### config.mk
export PLATFORM = sky130hd
export DESIGN_NAME = lpus_ctrl
export DESIGN_NICKNAME = d
export VERILOG_FILES = /design/src/rtl/lpus_pkg.sv /design/src/rtl/lpus_ctrl.sv
export SDC_FILE = /design/constraint.sdc
export NUM_CORES = 1
export LEC_CHECK = 0
export BUFFER_PORTS_ARGS = -buffer_cell sky130_fd_sc_hd__buf_2
export CELL_PAD_IN_SITES_DETAIL_PLACEMENT = 0
export CELL_PAD_IN_SITES_GLOBAL_PLACEMENT = 2
export CORE_MARGIN = 2
export CORE_UTILIZATION = 30
export DETAILED_ROUTE_END_ITERATION = 10
export PLACE_DENSITY_LB_ADDON = 0.1
export SLEW_MARGIN = 20
export SYNTH_ARGS = -nofsm -noshare
export SYNTH_HDL_FRONTEND = slang
export SYNTH_SLANG_ARGS = --single-unit
### constraint.sdc
create_clock -name clk_i -period 2.7 [get_ports clk_i]
set_input_delay 0.27 -clock clk_i [delete_from_list [all_inputs] [get_ports clk_i]]
set_output_delay 0.27 -clock clk_i [all_outputs]
set_load 0.005 [all_outputs]
### src/rtl/lpus_pkg.sv
// Shared types, widths and codes of the longitude path unwrap and shift block.
package lpus_pkg;

  // Field widths
  localparam int IN_W     = 32;
  localparam int LAT_W    = 32;
  localparam int LON_W    = 40;
  localparam int KIND_W   = 2;
  localparam int COUNT_W  = 8;

  // Reduction unit: signed operand width, working width, offset exponent
  localparam int DIV_X_W      = LON_W + 1;
  localparam int DIV_W        = LON_W + 2;
  localparam int DIV_OFF_EXP  = 32;

  // Configuration port
  localparam int CFG_IDX_W = 1;
  localparam logic [CFG_IDX_W-1:0] REG_WINDOW_LEFT  = 1'b0;
  localparam logic [CFG_IDX_W-1:0] REG_WINDOW_RIGHT = 1'b1;
  localparam logic [IN_W-1:0] WINDOW_LEFT_RST  = 32'hFF4C_0000;
  localparam logic [IN_W-1:0] WINDOW_RIGHT_RST = 32'h00B4_0000;

  // Parameter defaults
  localparam int MAX_VERTICES_DEF = 64;
  localparam int FRAC_BITS_DEF    = 16;

  localparam logic [COUNT_W-1:0] COUNT_MAX = 8'd255;

  // Input transaction
  typedef struct packed {
    logic signed [IN_W-1:0]  lon_in;
    logic signed [LAT_W-1:0] lat_in;
    logic [KIND_W-1:0]       vertex_kind;
    logic                    last_vertex;
    logic                    pole_check;
  } in_item_t;

  // Result transaction
  typedef struct packed {
    logic signed [LON_W-1:0] lon_out;
    logic signed [LAT_W-1:0] lat_out;
    logic [KIND_W-1:0]       kind_out;
    logic [COUNT_W-1:0]      copy_count;
    logic                    run_end;
  } res_item_t;

  // One buffered vertex
  typedef struct packed {
    logic [LON_W-1:0]  lon;
    logic [LAT_W-1:0]  lat;
    logic [KIND_W-1:0] kind;
  } store_t;

  // Operand select of the reduction unit
  typedef enum logic [1:0] {
    SEL_LON = 2'd0,
    SEL_A   = 2'd1,
    SEL_H   = 2'd2
  } div_sel_e;

  // Controller to datapath commands
  typedef struct packed {
    logic     load;
    logic     div_go;
    div_sel_e div_sel;
    logic     commit;
    logic     cap_a;
    logic     finish;
    logic     rd_en;
  } lpus_cmd_t;

  // Datapath to controller status
  typedef struct packed {
    logic full;
    logic last;
    logic div_done;
    logic rd_last;
    logic pipe_busy;
  } lpus_sts_t;

endpackage

### src/rtl/lpus_ctrl.sv
// Controller state machine: load, unwrap, window quotients and drain sequencing.
module lpus_ctrl (
  input  logic                clk_i,
  input  logic                rst_ni,
  input  logic                start,
  output logic                busy,
  output lpus_pkg::lpus_cmd_t cmd_o,
  input  lpus_pkg::lpus_sts_t sts_i
);
  import lpus_pkg::*;

  typedef enum logic [7:0] {
    ST_IDLE     = 8'b0000_0001,
    ST_CHECK    = 8'b0000_0010,
    ST_WAIT_LON = 8'b0000_0100,
    ST_GO_A     = 8'b0000_1000,
    ST_WAIT_A   = 8'b0001_0000,
    ST_WAIT_H   = 8'b0010_0000,
    ST_DRAIN    = 8'b0100_0000,
    ST_FLUSH    = 8'b1000_0000
  } state_e;

  state_e state_q, state_d;

  // State register
  always_ff @(posedge clk_i or negedge rst_ni) begin
    if (!rst_ni) begin
      state_q <= ST_IDLE;
    end else begin
      state_q <= state_d;
    end
  end

  // Next state and commands
  always_comb begin
    state_d = state_q;
    cmd_o   = '0;
    cmd_o.div_sel = SEL_LON;
    unique case (state_q)
      ST_IDLE: begin
        if (start) begin
          cmd_o.load = 1'b1;
          state_d    = ST_CHECK;
        end
      end
      ST_CHECK: begin
        if (!sts_i.full) begin
          cmd_o.div_go  = 1'b1;
          cmd_o.div_sel = SEL_LON;
          state_d       = ST_WAIT_LON;
        end else if (sts_i.last) begin
          state_d = ST_GO_A;
        end else begin
          state_d = ST_IDLE;
        end
      end
      ST_WAIT_LON: begin
        if (sts_i.div_done) begin
          cmd_o.commit = 1'b1;
          state_d      = sts_i.last ? ST_GO_A : ST_IDLE;
        end
      end
      ST_GO_A: begin
        cmd_o.div_go  = 1'b1;
        cmd_o.div_sel = SEL_A;
        state_d       = ST_WAIT_A;
      end
      ST_WAIT_A: begin
        if (sts_i.div_done) begin
          cmd_o.cap_a   = 1'b1;
          cmd_o.div_go  = 1'b1;
          cmd_o.div_sel = SEL_H;
          state_d       = ST_WAIT_H;
        end
      end
      ST_WAIT_H: begin
        if (sts_i.div_done) begin
          cmd_o.finish = 1'b1;
          state_d      = ST_DRAIN;
        end
      end
      ST_DRAIN: begin
        cmd_o.rd_en = 1'b1;
        if (sts_i.rd_last) begin
          state_d = ST_FLUSH;
        end
      end
      ST_FLUSH: begin
        if (!sts_i.pipe_busy) begin
          state_d = ST_IDLE;
        end
      end
      default: begin
        state_d = ST_IDLE;
      end
    endcase
  end

  assign busy = (state_q != ST_IDLE);

endmodule

==> impl_summary.log, run 1 <==
[metrics] status: complete, no violations
[metrics] DP HPWL: 1100 um
[metrics] largest net degree at the start of global routing: 10
[metrics] Syn Nets: 78
[metrics] Fin Clk Skew: 0.0122 ns
[metrics] count of routing violations after the opening detailed-route iteration: 9
[metrics] crit path time final: 2.13 ns
[metrics] number of cells on the worst hold path: 3
[metrics] Achievable Freq: 471 MHz
[metrics] DR DRC count: 0
[metrics] Critical Path Max Stage Delay: 0.45 ns
[metrics] num rows: 16
[metrics] clock tree from TritonCTS: yes
[metrics] number of buffers inserted by port buffering: 16
[metrics] number of buffers created by CTS: 3
[metrics] root buffer selected by CTS: sky130_fd_sc_hd__clkbuf_4
[metrics] total wire length: 1400 um
[metrics] synthesis-stage register bit count: 8
[metrics] Total Routing Usage GR: 13.1%
[metrics] biggest regs: state_q: 8 flops
[metrics] vias in the first global route: 553
[metrics] met2 usage in global routing: 21.5%
[metrics] final total negative setup slack: 0 ns
[metrics] number of gates resized after CTS: 0
[metrics] count of nets after finishing: 98
[metrics] total area of multi-input combinational cells: 367 um2
[metrics] Peak VDD IR: 0.000260 V
[metrics] most used cell, CP: sky130_fd_sc_hd__or3_1
[metrics] routed wirelength normalized by instance count: 12.1 um
[metrics] maximum fanout encountered on the critical timing path: 7
[metrics] I/O pin total: 17
[metrics] area added between synthesis and finish: 23.3%
[metrics] worst hold-check path type: in2reg
[metrics] Post-CTS Hold Buffers: 1
[metrics] number of flops mapped to enable cells by yosys: 0
[metrics] global-route wire length before repair: 2440 um
[metrics] grt peak-use layer: met2
[metrics] leakage power of the design: 0.373 nW
[metrics] clock latency reported for the late side of the worst-skew pair: 0.27 ns
[metrics] sum of overflow across all layers after global routing: 0
[metrics] vias per cell: 4.93
[metrics] portion of the post-synthesis area used by sequential elements: 33.5%
[metrics] Die Height: 48.7 um
[metrics] critical path's slowest cell: sky130_fd_sc_hd__dfrtp_1
[metrics] setup violators final: 0
[metrics] antenna violations before repair: 0
[metrics] die extent in x: 48.7 um
[metrics] total power density per cell area: 682 nW/um2
[metrics] area used by sequential logic in the layout: 201 um2
[metrics] hold_ws: 0.273 ns
[metrics] proportion of layout cells with a drive suffix above 1: 33.7%
[metrics] H-tree lvl count: 1
[metrics] maximum capacitance violations: 0
[metrics] Setup Crit Path Kind: reg2out
[metrics] Register-to-Register Path Depth: 5
[metrics] vias post-DR: 572
[metrics] cell area after technology mapping: 601 um2
[metrics] number of sinks handled by clock tree synthesis: 8
[metrics] number of library cell types mapped by synthesis: 33
[metrics] area of the die: 2380 um2
[metrics] beginning of the critical path: state_q[7]$_DFFE_PN0P_
[metrics] number of slew-limit violations in the final report: 0
[metrics] transition time of the tightest slew-check pin: 0.443 ns
[metrics] GR met3 Demand/Resource: 2.16%
[metrics] required time reported for the critical path endpoint: 2.43 ns
[metrics] capturing element type of the critical path: output port
[metrics] total of warnings raised by yosys: 0
[metrics] Primary FF master, synth: sky130_fd_sc_hd__dfrtp_1
[metrics] detailed-router iteration count before antenna repair: 4
[metrics] start point of the worst hold path: sts_i[1]
[metrics] crit start category: flop
[metrics] clock transition time at the flip-flop clock pins of the worst setup and hold paths: 0.07 ns
[metrics] register with the highest flop count: state_q
[metrics] data arrival at the endpoint of the critical path: 1.86 ns
[metrics] max reg flops: 8
[metrics] worst path cell trace: nor2_2 > nand2_2 > or3_1 > nor2_1 > or3_1 > buf_2
[metrics] average size of a mapped cell: 8.58 um2
[metrics] routing usage on met1: 16.9%
[metrics] # fillers: 219
[metrics] Worst R2R Start: state_q[2]$_DFFE_PN0P_
[metrics] Post-CTS Setup Inserts: 0
[metrics] tightest slew margin relative to the limit: 70.2%
[metrics] FFs w/ async S/R, synth: 100%
[metrics] setup repair after global routing missed its margin: no
[metrics] count of mapped cells out of synthesis: 70
[metrics] maximum buffer depth of the clock tree: 2
[metrics] total core area: 1920 um2
[metrics] initial core utilization: 31.3%
[metrics] hold violation total from the final report: 0
[metrics] final cycle utilization of the critical path: 78.7%
[metrics] gpl congestion: 0.744
[metrics] diodes inserted: 0
[metrics] number of nets still failing antenna checks after routing: 0
-- per-layer routing --
metal  routed length, um  part of all wire [%]  up-vias
met3                  65                   4.6        4
met1                 671                    48      263
met4                  19                   1.4        0
met2                 642                    46       14
met5                   0                     0        -
li1                    -                     -      291
-- worst max-delay path, delay by kind of cell (launching register included) --
| kind | cells | cell delay (ns) |
|---|---|---|
| simple gates | 5 | 1.03 |
| flops | 1 | 0.45 |
| buf+inv | 1 | 0.10 |
-- cell type report --
cell class | instances | share of cell area (%)
multi-input combinational | 54 | 49.5
sequential | 8 | 27.2
timing repair buffer | 17 | 12.2
tap | 27 | 4.56
clock buffer | 4 | 3.55
inverter | 6 | 3.04
-- kinds of logic (layout without fill, tap and decap cells) --
logic type      Yosys count  count (layout)  share of synthesized area (%)
compound gates           17              17                           23.5
simple gates             36              36                           36.0
buf+inv                   8              27                           5.42
xor+xnor                  1               1                           1.46
flops                     8               8                           33.5
-- Yosys cell counts (all sizes together) (2+ instances only) --
cell	count	area share, %
nor4	3	5.6
or3	3	3.1
o21ai	2	1.7
nor2b	3	3.1
o211ai	4	6.7
a21oi	3	2.5
buf	2	1.7
nor2	10	7.1
nand2	5	3.5
dfrtp	7	29
nor3	2	2.5
nand3	5	5.0
inv	6	3.7
o31ai	2	3.3
a21o	3	3.7
-- where the power goes --
group	internal [W]	leakage (nW)	switching [W]	total, W
logic	0.0000972	0.251	0.000132	0.000229
clock network	0.0000570	0.0150	0.0000509	0.000108
registers	0.000144	0.107	0.0000240	0.000168
-- cells in the final DEF, fill, tap and decap left out, types with 2 or more instances in the layout --
master and n:
sky130_fd_sc_hd__nor2_2 2, sky130_fd_sc_hd__nor2b_1 3, sky130_fd_sc_hd__o211ai_1 2, sky130_fd_sc_hd__a21oi_1 3, sky130_fd_sc_hd__dfrtp_1 7, sky130_fd_sc_hd__or3_1 3, sky130_fd_sc_hd__nand3_1 4, sky130_fd_sc_hd__nor2_1 8
sky130_fd_sc_hd__buf_2 16, sky130_fd_sc_hd__inv_1 6, sky130_fd_sc_hd__a21o_1 3, sky130_fd_sc_hd__nor4_1 2, sky130_fd_sc_hd__clkbuf_4 3, sky130_fd_sc_hd__nand2_1 4, sky130_fd_sc_hd__o211ai_2 2
-- worst paths after layout --
check | endpoint | slack [ns]
setup reg to reg | state_q[7]$_DFFE_PN0P_ | 1.01
hold / removal | state_q[6]$_DFFE_PN0P_ | 0.27
max in group asynchronous | state_q[0]$_DFFE_PN1P_ | 2.07
setup / recovery | cmd_o[6] | 0.57
hold reg to reg | state_q[7]$_DFFE_PN0P_ | 0.61
min in group asynchronous | state_q[6]$_DFFE_PN0P_ | 0.37
-- per-stage QoR --
| step | util, % | setup WS, ns | power [W] | std cells | area (um2) |
|---|---|---|---|---|---|
| after floorplan | - | 1.05 | 0.000336 | 70 | 601 |
| after global placement | 36.7 | 0.876 | 0.000404 | 111 | 704 |
| after detailed placement | 36.7 | 0.865 | 0.000400 | 111 | 704 |
| after CTS | 38.5 | 0.564 | 0.000509 | 116 | 741 |
| after global routing | 38.5 | 0.440 | 0.000547 | 116 | 741 |
| final | 38.5 | 0.575 | 0.000505 | 116 | 741 |
Note: power is estimated with default switching activity, not from simulation.
==> inputs of run 2 (changes only) <==
--- a/config.mk
+++ b/config.mk
@@ -5,11 +5,12 @@
 export SDC_FILE = /design/constraint.sdc
 export NUM_CORES = 1
 export LEC_CHECK = 0
+export ABC_AREA = 1
 export BUFFER_PORTS_ARGS = -buffer_cell sky130_fd_sc_hd__buf_2
 export CELL_PAD_IN_SITES_DETAIL_PLACEMENT = 0
 export CELL_PAD_IN_SITES_GLOBAL_PLACEMENT = 2
 export CORE_MARGIN = 2
-export CORE_UTILIZATION = 30
+export CORE_UTILIZATION = 27
 export DETAILED_ROUTE_END_ITERATION = 10
 export PLACE_DENSITY_LB_ADDON = 0.1
 export SLEW_MARGIN = 20
==> constraint.sdc (replaced) <==
create_clock -name clk_i -period 2.15 [get_ports clk_i]
set_input_delay 0.215 -clock clk_i [delete_from_list [all_inputs] [get_ports clk_i]]
set_output_delay 0.215 -clock clk_i [all_outputs]
set_load 0.005 [all_outputs]
==> impl_summary.log, run 2 <==
[metrics] tightest slew margin relative to the limit: 85.6% (+15 points)
[metrics] Total Routing Usage GR: 12.8% (-0.31 points)
[metrics] required time reported for the critical path endpoint: 1.93 ns (-0.50 ns)
[metrics] cell type with the highest aggregate area in the netlist: sky130_fd_sc_hd__dfrtp_1
[metrics] largest net degree at the start of global routing: 9 (-1)
[metrics] I/O pin total: 17 (unchanged)
[metrics] detailed-router iteration count before antenna repair: 4 (unchanged)
[metrics] Setup Crit Path Kind: reg2out
[metrics] # fillers: 264 (+21%)
[metrics] FFs w/ async S/R, synth: 100% (unchanged)
[metrics] total wire length: 1520 um (+8.5%)
[metrics] cell area after technology mapping: 671 um2 (+12%)
[metrics] area of the die: 2900 um2 (+22%)
[metrics] vias per cell: 4.09 (-17%)
[metrics] Primary FF master, synth: sky130_fd_sc_hd__dfrtp_1
[metrics] crit start category: flop
[metrics] crit path setup slack, layout: 0.463 ns (-0.112 ns)
[metrics] number of library cell types mapped by synthesis: 17 (-48%)
[metrics] proportion of layout cells with a drive suffix above 1: 37.8% (+4.1 points)
[metrics] leading cell types in the layout, fill and taps excluded: 27 x sky130_fd_sc_hd__nand2_1, 16 x sky130_fd_sc_hd__buf_2, 15 x sky130_fd_sc_hd__nor2_1
[metrics] Achievable Freq: 593 MHz
[metrics] clock latency reported for the late side of the worst-skew pair: 0.25 ns (-0.02 ns)
[metrics] count of nets after finishing: 128 (+31%)
[metrics] clock transition time at the flip-flop clock pins of the worst setup and hold paths: 0.06 ns (about the same)
[metrics] data arrival at the endpoint of the critical path: 1.47 ns (-0.39 ns)
[metrics] flop2flop setup slack: 0.83 ns (-0.18 ns)
[metrics] clock tree from TritonCTS: yes
[metrics] die extent in x: 53.8 um (+10%)
[metrics] share of Yosys cell area claimed by the top area cell type: 26.1% (-3.0 points)
[metrics] global-route wire length before repair: 2530 um (+3.7%)
[metrics] setup repair after global routing missed its margin: no
[metrics] num rows: 18 (+2)
[metrics] DP HPWL: 1320 um (+20%)
[metrics] number of slew-limit violations in the final report: 0 (unchanged)
[metrics] number of buffers created by CTS: 3 (unchanged)
[metrics] capturing element type of the critical path: output port
[metrics] number of buffers inserted by port buffering: 16 (unchanged)
[metrics] leakage power of the design: 0.504 nW (+35%)
[metrics] worst-case setup slack after placement: 0.721 ns (-0.144 ns)
[metrics] maximum fanout encountered on the critical timing path: 5 (-2)
[metrics] hold violation total from the final report: 0 (unchanged)
[metrics] Peak VDD IR: 0.000363 V (+40%)
[metrics] worst hold-check path type: in2reg
[metrics] portion of the post-synthesis area used by sequential elements: 30.0% (-3.5 points)
[metrics] final total negative setup slack: 0 ns (unchanged)
[metrics] Die Height: 53.8 um (+10%)
[metrics] total power density per cell area: 875 nW/um2 (+28%)
[metrics] setup violators final: 0 (unchanged)
[metrics] vias in the first global route: 579 (+4.7%)
[metrics] max reg flops: 8 (unchanged)
[metrics] number of flops mapped to enable cells by yosys: 0 (unchanged)
[metrics] routed wirelength normalized by instance count: 10.2 um (-16%)
[metrics] Syn Nets: 106 (+36%)
[metrics] count of placed standard cells in the final layout, fillers left out: 149 (+28%)
[metrics] total of warnings raised by yosys: 0 (unchanged)
[metrics] sum of overflow across all layers after global routing: 0 (unchanged)
[metrics] crit path time final: 1.69 ns
[metrics] count of routing violations after the opening detailed-route iteration: 9 (unchanged)
[metrics] area added between synthesis and finish: 22.9%
[metrics] gpl congestion: 0.680 (-8.6%)
[metrics] diodes inserted: 0 (unchanged)
[metrics] H-tree lvl count: 1 (unchanged)
[metrics] Post-CTS Setup Inserts: 0 (unchanged)
[metrics] main area contributors after synthesis: sky130_fd_sc_hd__dfrtp_1 26%, sky130_fd_sc_hd__nand2_1 15%, sky130_fd_sc_hd__nand2_4 8.4%
[metrics] root buffer selected by CTS: sky130_fd_sc_hd__clkbuf_4
[metrics] average size of a mapped cell: 6.84 um2 (-20%)
[metrics] number of cells after detailed placement: 144 (+30%)
[metrics] antenna violations before repair: 0 (unchanged)
[metrics] number of sinks handled by clock tree synthesis: 8 (unchanged)
[metrics] synthesis-stage register bit count: 8 (unchanged)
[metrics] maximum capacitance violations: 0 (unchanged)
[metrics] register with the highest flop count: state_q
[metrics] top post-synthesis cells by count: 27 x sky130_fd_sc_hd__nand2_1, 15 x sky130_fd_sc_hd__nor2_1, 13 x sky130_fd_sc_hd__inv_1
[metrics] most frequent cell after synthesis: sky130_fd_sc_hd__nand2_1
[metrics] initial core utilization: 27.8% (-3.4 points)
[metrics] total core area: 2410 um2 (+25%)
[metrics] transition time of the tightest slew-check pin: 0.215 ns (-0.229 ns)
[metrics] vias post-DR: 609 (+6.5%)
[metrics] biggest regs: state_q: 8 flops
[metrics] number of nets still failing antenna checks after routing: 0 (unchanged)
[metrics] number of gates resized after CTS: 0 (unchanged)
[metrics] maximum buffer depth of the clock tree: 2 (unchanged)
[metrics] final cycle utilization of the critical path: 78.5%
[metrics] DR DRC count: 0 (unchanged)
[metrics] area post-placement: 788 um2 (+12%)
[metrics] count of mapped cells out of synthesis: 98 (+40%)
[metrics] most frequent standard cell in the layout excluding fill and tap cells: sky130_fd_sc_hd__nand2_1
[metrics] status: complete, no violations
[metrics] Fin Clk Skew: 0.00145 ns (-0.0108 ns)
[metrics] finished layout cell area: 825 um2 (+11%)
run 2: changes by cell type after synthesis, sizes merged, moves of 4 or more:
cell,delta
inv,+15
nand2,+31
nor2,+9
o211ai,-4
run 2: repair_timing:
action | in CTS | in global routing
setup endpoints to repair | 0 | 0
endpoints found under the hold margin | 7 | 0
hold buffers | 1 | 0
run 2: cell families (layout without fill, tap and decap cells):
kind of cell	count (synthesis)	after routing	share of synthesized area, %
buf+inv	21	42	11.8
compound gates	4	4	2.98
flops	8	8	30.0
simple gates	65	65	55.2
run 2: metal layers:
layer	routed length, um	up-vias	track usage [%]
met1	740	266	17.3
li1	-	334	-
met2	724	7	19.1
met4	27	0	8.97
met5	0	-	0
met3	25	2	0.833
run 2: metrics by stage:
step / hold slack [ns] / power, W / utilization (%)
2_1_floorplan: -0.0806 / 0.000506 / -
3_3_place_gp: 0.0677 / 0.000612 / 32.7
3_5_place_dp: 0.0678 / 0.000605 / 32.7
4_1_cts: 0.196 / 0.000735 / 34.2
5_1_grt: 0.216 / 0.000795 / 34.2
6_report: 0.191 / 0.000722 / 34.2
run 2: critical path, cell delays in order (launching register included):
cell and delay (ns):
sky130_fd_sc_hd__dfrtp_1 0.38, sky130_fd_sc_hd__inv_2 0.08, sky130_fd_sc_hd__nand2_4 0.07, sky130_fd_sc_hd__nor2_1 0.19, sky130_fd_sc_hd__nand2_4 0.09, sky130_fd_sc_hd__nor2_1 0.14, sky130_fd_sc_hd__inv_1 0.08, sky130_fd_sc_hd__nand3_1 0.07
sky130_fd_sc_hd__buf_2 0.11
run 2: final timing paths:
check,cells past startpoint,start,endpoint
worst max-delay path,8,state_q[6]$_DFFE_PN0P_,cmd_o[6]
worst min-delay path,2,sts_i[2],state_q[4]$_DFFE_PN0P_
worst max register to register,10,state_q[0]$_DFFE_PN1P_,state_q[0]$_DFFE_PN1P_
worst min register to register,2,state_q[2]$_DFFE_PN0P_,state_q[2]$_DFFE_PN0P_
max in group asynchronous,2,rst_ni,state_q[0]$_DFFE_PN1P_
min in group asynchronous,2,rst_ni,state_q[3]$_DFFE_PN0P_
run 2: layout make-up:
cell class,count,area [um2],share of cell area [%]
Tap cell,30,37.5,4.55
Timing Repair Buffer,17,90.1,10.9
Inverter,21,78.8,9.56
Multi-Input combinational cell,69,390,47.3
Clock buffer,4,26.3,3.19
Sequential cell,8,201,24.4
run 2: report_power, final:
group	internal, W	switching, W
clock network	0.0000713	0.0000554
logic	0.000139	0.000254
registers	0.000185	0.0000176
total	0.000395	0.000327
==> inputs of run 3 (changes only) <==
--- a/config.mk
+++ b/config.mk
@@ -10,7 +10,7 @@
 export CELL_PAD_IN_SITES_DETAIL_PLACEMENT = 0
 export CELL_PAD_IN_SITES_GLOBAL_PLACEMENT = 2
 export CORE_MARGIN = 2
-export CORE_UTILIZATION = 27
+export CORE_UTILIZATION = 24
 export DETAILED_ROUTE_END_ITERATION = 10
 export PLACE_DENSITY_LB_ADDON = 0.1
 export SLEW_MARGIN = 20
==> constraint.sdc (replaced) <==
create_clock -name clk_i -period 1.4 [get_ports clk_i]
set_input_delay 0.14 -clock clk_i [delete_from_list [all_inputs] [get_ports clk_i]]
set_output_delay 0.14 -clock clk_i [all_outputs]
set_load 0.005 [all_outputs]
==> impl_summary.log, run 3 (synthesis gave the netlist of run 2 again) <==
[metrics] status: finished with violations
[metrics] violated checks: negative setup slack
[metrics] total wire length: 1630 um (+7.3%)
[metrics] Fin Clk Skew: 0.000365 ns (-0.00108 ns)
[metrics] Setup Crit Path Kind: reg2out
[metrics] Peak VDD IR: 0.000598 V (+65%)
[metrics] tightest slew margin relative to the limit: 80.5% (-5.1 points)
[metrics] Achievable Freq: 675 MHz
[metrics] final cycle utilization of the critical path: 106%
[metrics] num rows: 19 (+1)
[metrics] number of cells on the worst hold path: 2 (unchanged)
[metrics] crit path time final: 1.48 ns
[metrics] number of buffers created by CTS: 3 (unchanged)
[metrics] I/O pin total: 17 (unchanged)
[metrics] vias post-DR: 649 (+6.6%)
[metrics] worst hold-check path type: in2reg
[metrics] maximum buffer depth of the clock tree: 2 (unchanged)
[metrics] Total Routing Usage GR: 11.7% (-1.1 points)
[metrics] transition time of the tightest slew-check pin: 0.292 ns (+0.0776 ns)
[metrics] setup repair after global routing missed its margin: yes
[metrics] crit start category: flop
[metrics] leading cell types in the layout, fill and taps excluded: 24 x sky130_fd_sc_hd__nand2_1, 15 x sky130_fd_sc_hd__buf_2, 13 x sky130_fd_sc_hd__inv_2
[metrics] Worst R2R Start: state_q[2]$_DFFE_PN0P_
[metrics] vias per cell: 4.01 (-2.0%)
[metrics] max reg flops: 8 (unchanged)
[metrics] Register-to-Register Path Depth: 10 (unchanged)
[metrics] register with the highest flop count: state_q
[metrics] number of slew-limit violations in the final report: 0 (unchanged)
[metrics] data arrival at the endpoint of the critical path: 1.34 ns (-0.13 ns)
[metrics] clock latency reported for the late side of the worst-skew pair: 0.25 ns (about the same)
[metrics] global-route wire length before repair: 2840 um (+12%)
[metrics] DR DRC count: 0 (unchanged)
[metrics] maximum capacitance violations: 0 (unchanged)
[metrics] root buffer selected by CTS: sky130_fd_sc_hd__clkbuf_4
[metrics] capturing element type of the critical path: output port
[metrics] hold_ws: 0.125 ns (-0.0658 ns)
[metrics] setup violators final: 12 (+12)
[metrics] diodes inserted: 0 (unchanged)
[metrics] area of the die: 3230 um2 (+12%)
[metrics] required time reported for the critical path endpoint: 1.26 ns (-0.67 ns)
[metrics] biggest regs: state_q: 8 flops
[metrics] vias in the first global route: 639 (+10%)
[metrics] gpl congestion: 0.692 (+1.8%)
[metrics] antenna violations before repair: 0 (unchanged)
[metrics] DP HPWL: 1330 um (+0.20%)
[metrics] die extent in x: 56.9 um (+5.6%)
[metrics] number of buffers inserted by port buffering: 16 (unchanged)
[metrics] crit path setup slack, layout: -0.0820 ns (-0.545 ns)
[metrics] hold violation total from the final report: 0 (unchanged)
[metrics] count of routing violations after the opening detailed-route iteration: 9 (unchanged)
[metrics] leakage power of the design: 0.595 nW (+18%)
[metrics] area added between synthesis and finish: 53.0%
[metrics] number of nets still failing antenna checks after routing: 0 (unchanged)
[metrics] total power density per cell area: 1400 nW/um2 (+60%)
[metrics] sum of overflow across all layers after global routing: 0 (unchanged)
[metrics] most frequent standard cell in the layout excluding fill and tap cells: sky130_fd_sc_hd__nand2_1
[metrics] routed wirelength normalized by instance count: 10.1 um (-1.3%)
[metrics] number of sinks handled by clock tree synthesis: 8 (unchanged)
[metrics] flop2flop setup slack: -0.06 ns (-0.89 ns)
[metrics] end of the worst register-to-register path: state_q[6]$_DFFE_PN0P_
[metrics] total core area: 2710 um2 (+12%)
[metrics] proportion of layout cells with a drive suffix above 1: 55.7% (+18 points)
[metrics] maximum fanout encountered on the critical timing path: 4 (-1)
[metrics] detailed-router iteration count before antenna repair: 3 (-1)
[metrics] largest net degree at the start of global routing: 9 (unchanged)
[metrics] destination of the worst hold path: state_q[4]$_DFFE_PN0P_
[metrics] Die Height: 56.9 um (+5.6%)
[metrics] overall power of the completed layout: 0.00143 W (+99%)
[metrics] start point of the worst hold path: sts_i[2]
[metrics] worst-case setup slack after placement: 0.0454 ns (-0.675 ns)
[metrics] initial core utilization: 24.7% (-3.1 points)
[metrics] H-tree lvl count: 1 (unchanged)
[metrics] clock transition time at the flip-flop clock pins of the worst setup and hold paths: 0.05 ns (about the same)
[metrics] clock tree from TritonCTS: yes
[metrics] count of nets after finishing: 140 (+9.4%)
[run 3: area by class of cell]
type                       count  area, um2
clock buffer                   4       26.3
fill                         304       1680
inverter                      21       78.8
multi-input combinational     69        474
sequential                     8        201
tap                           31       38.8
timing repair buffer          29        206
[run 3: repair_timing]
action / in CTS / in global routing
hold endpoints to repair: 8 / 0
pin swaps: 9 / 5
buffers inserted: 8 / 4
hold buffers: 1 / 0
resized for setup: 18 / 11
setup endpoints to repair: 9 / 15
[run 3: power by group]
| group | switching, W | internal, W |
|---|---|---|
| Combinational | 0.000501 | 0.000433 |
| Sequential | 0.0000267 | 0.000285 |
| Clock | 0.0000793 | 0.000109 |
[run 3: routing by layer]
layer	vias up	share of wire (%)	GRT usage, %
met4	0	1.7	6.98
li1	355	-	-
met2	13	48	18.4
met3	2	3.5	1.84
met1	279	47	14.8
met5	-	0	0
[run 3: stage by stage]
stage	setup TNS [ns]	area (um2)	instances	utilization (%)
floorplan	0	671	98	-
global placement	0	790	145	29.1
detailed placement	0	790	145	29.1
CTS	-0.540	946	158	34.9
global route	-1.87	1030	162	37.9
finish	-0.602	1030	162	37.9
[run 3: how the worst max path moves through the flow]
stage / end / startpoint
floorplan: state_q[2]$_DFFE_PN0P_ / state_q[0]$_DFFE_PN1P_
global placement: cmd_o[6] / state_q[6]$_DFFE_PN0P_
detailed placement: cmd_o[6] / state_q[6]$_DFFE_PN0P_
CTS: cmd_o[6] / state_q[0]$_DFFE_PN1P_
global route: cmd_o[1] / state_q[2]$_DFFE_PN0P_
finish: cmd_o[5] / state_q[2]$_DFFE_PN0P_
[run 3: critical path: stages, from the launching register on]
cell and delay (ns):
sky130_fd_sc_hd__dfrtp_1 0.40, sky130_fd_sc_hd__inv_2 0.08, sky130_fd_sc_hd__nand2_4 0.08, sky130_fd_sc_hd__nor2_8 0.14, sky130_fd_sc_hd__nand2_4 0.07, sky130_fd_sc_hd__buf_6 0.12
sky130_fd_sc_hd__nor2_1 0.07, sky130_fd_sc_hd__buf_2 0.11
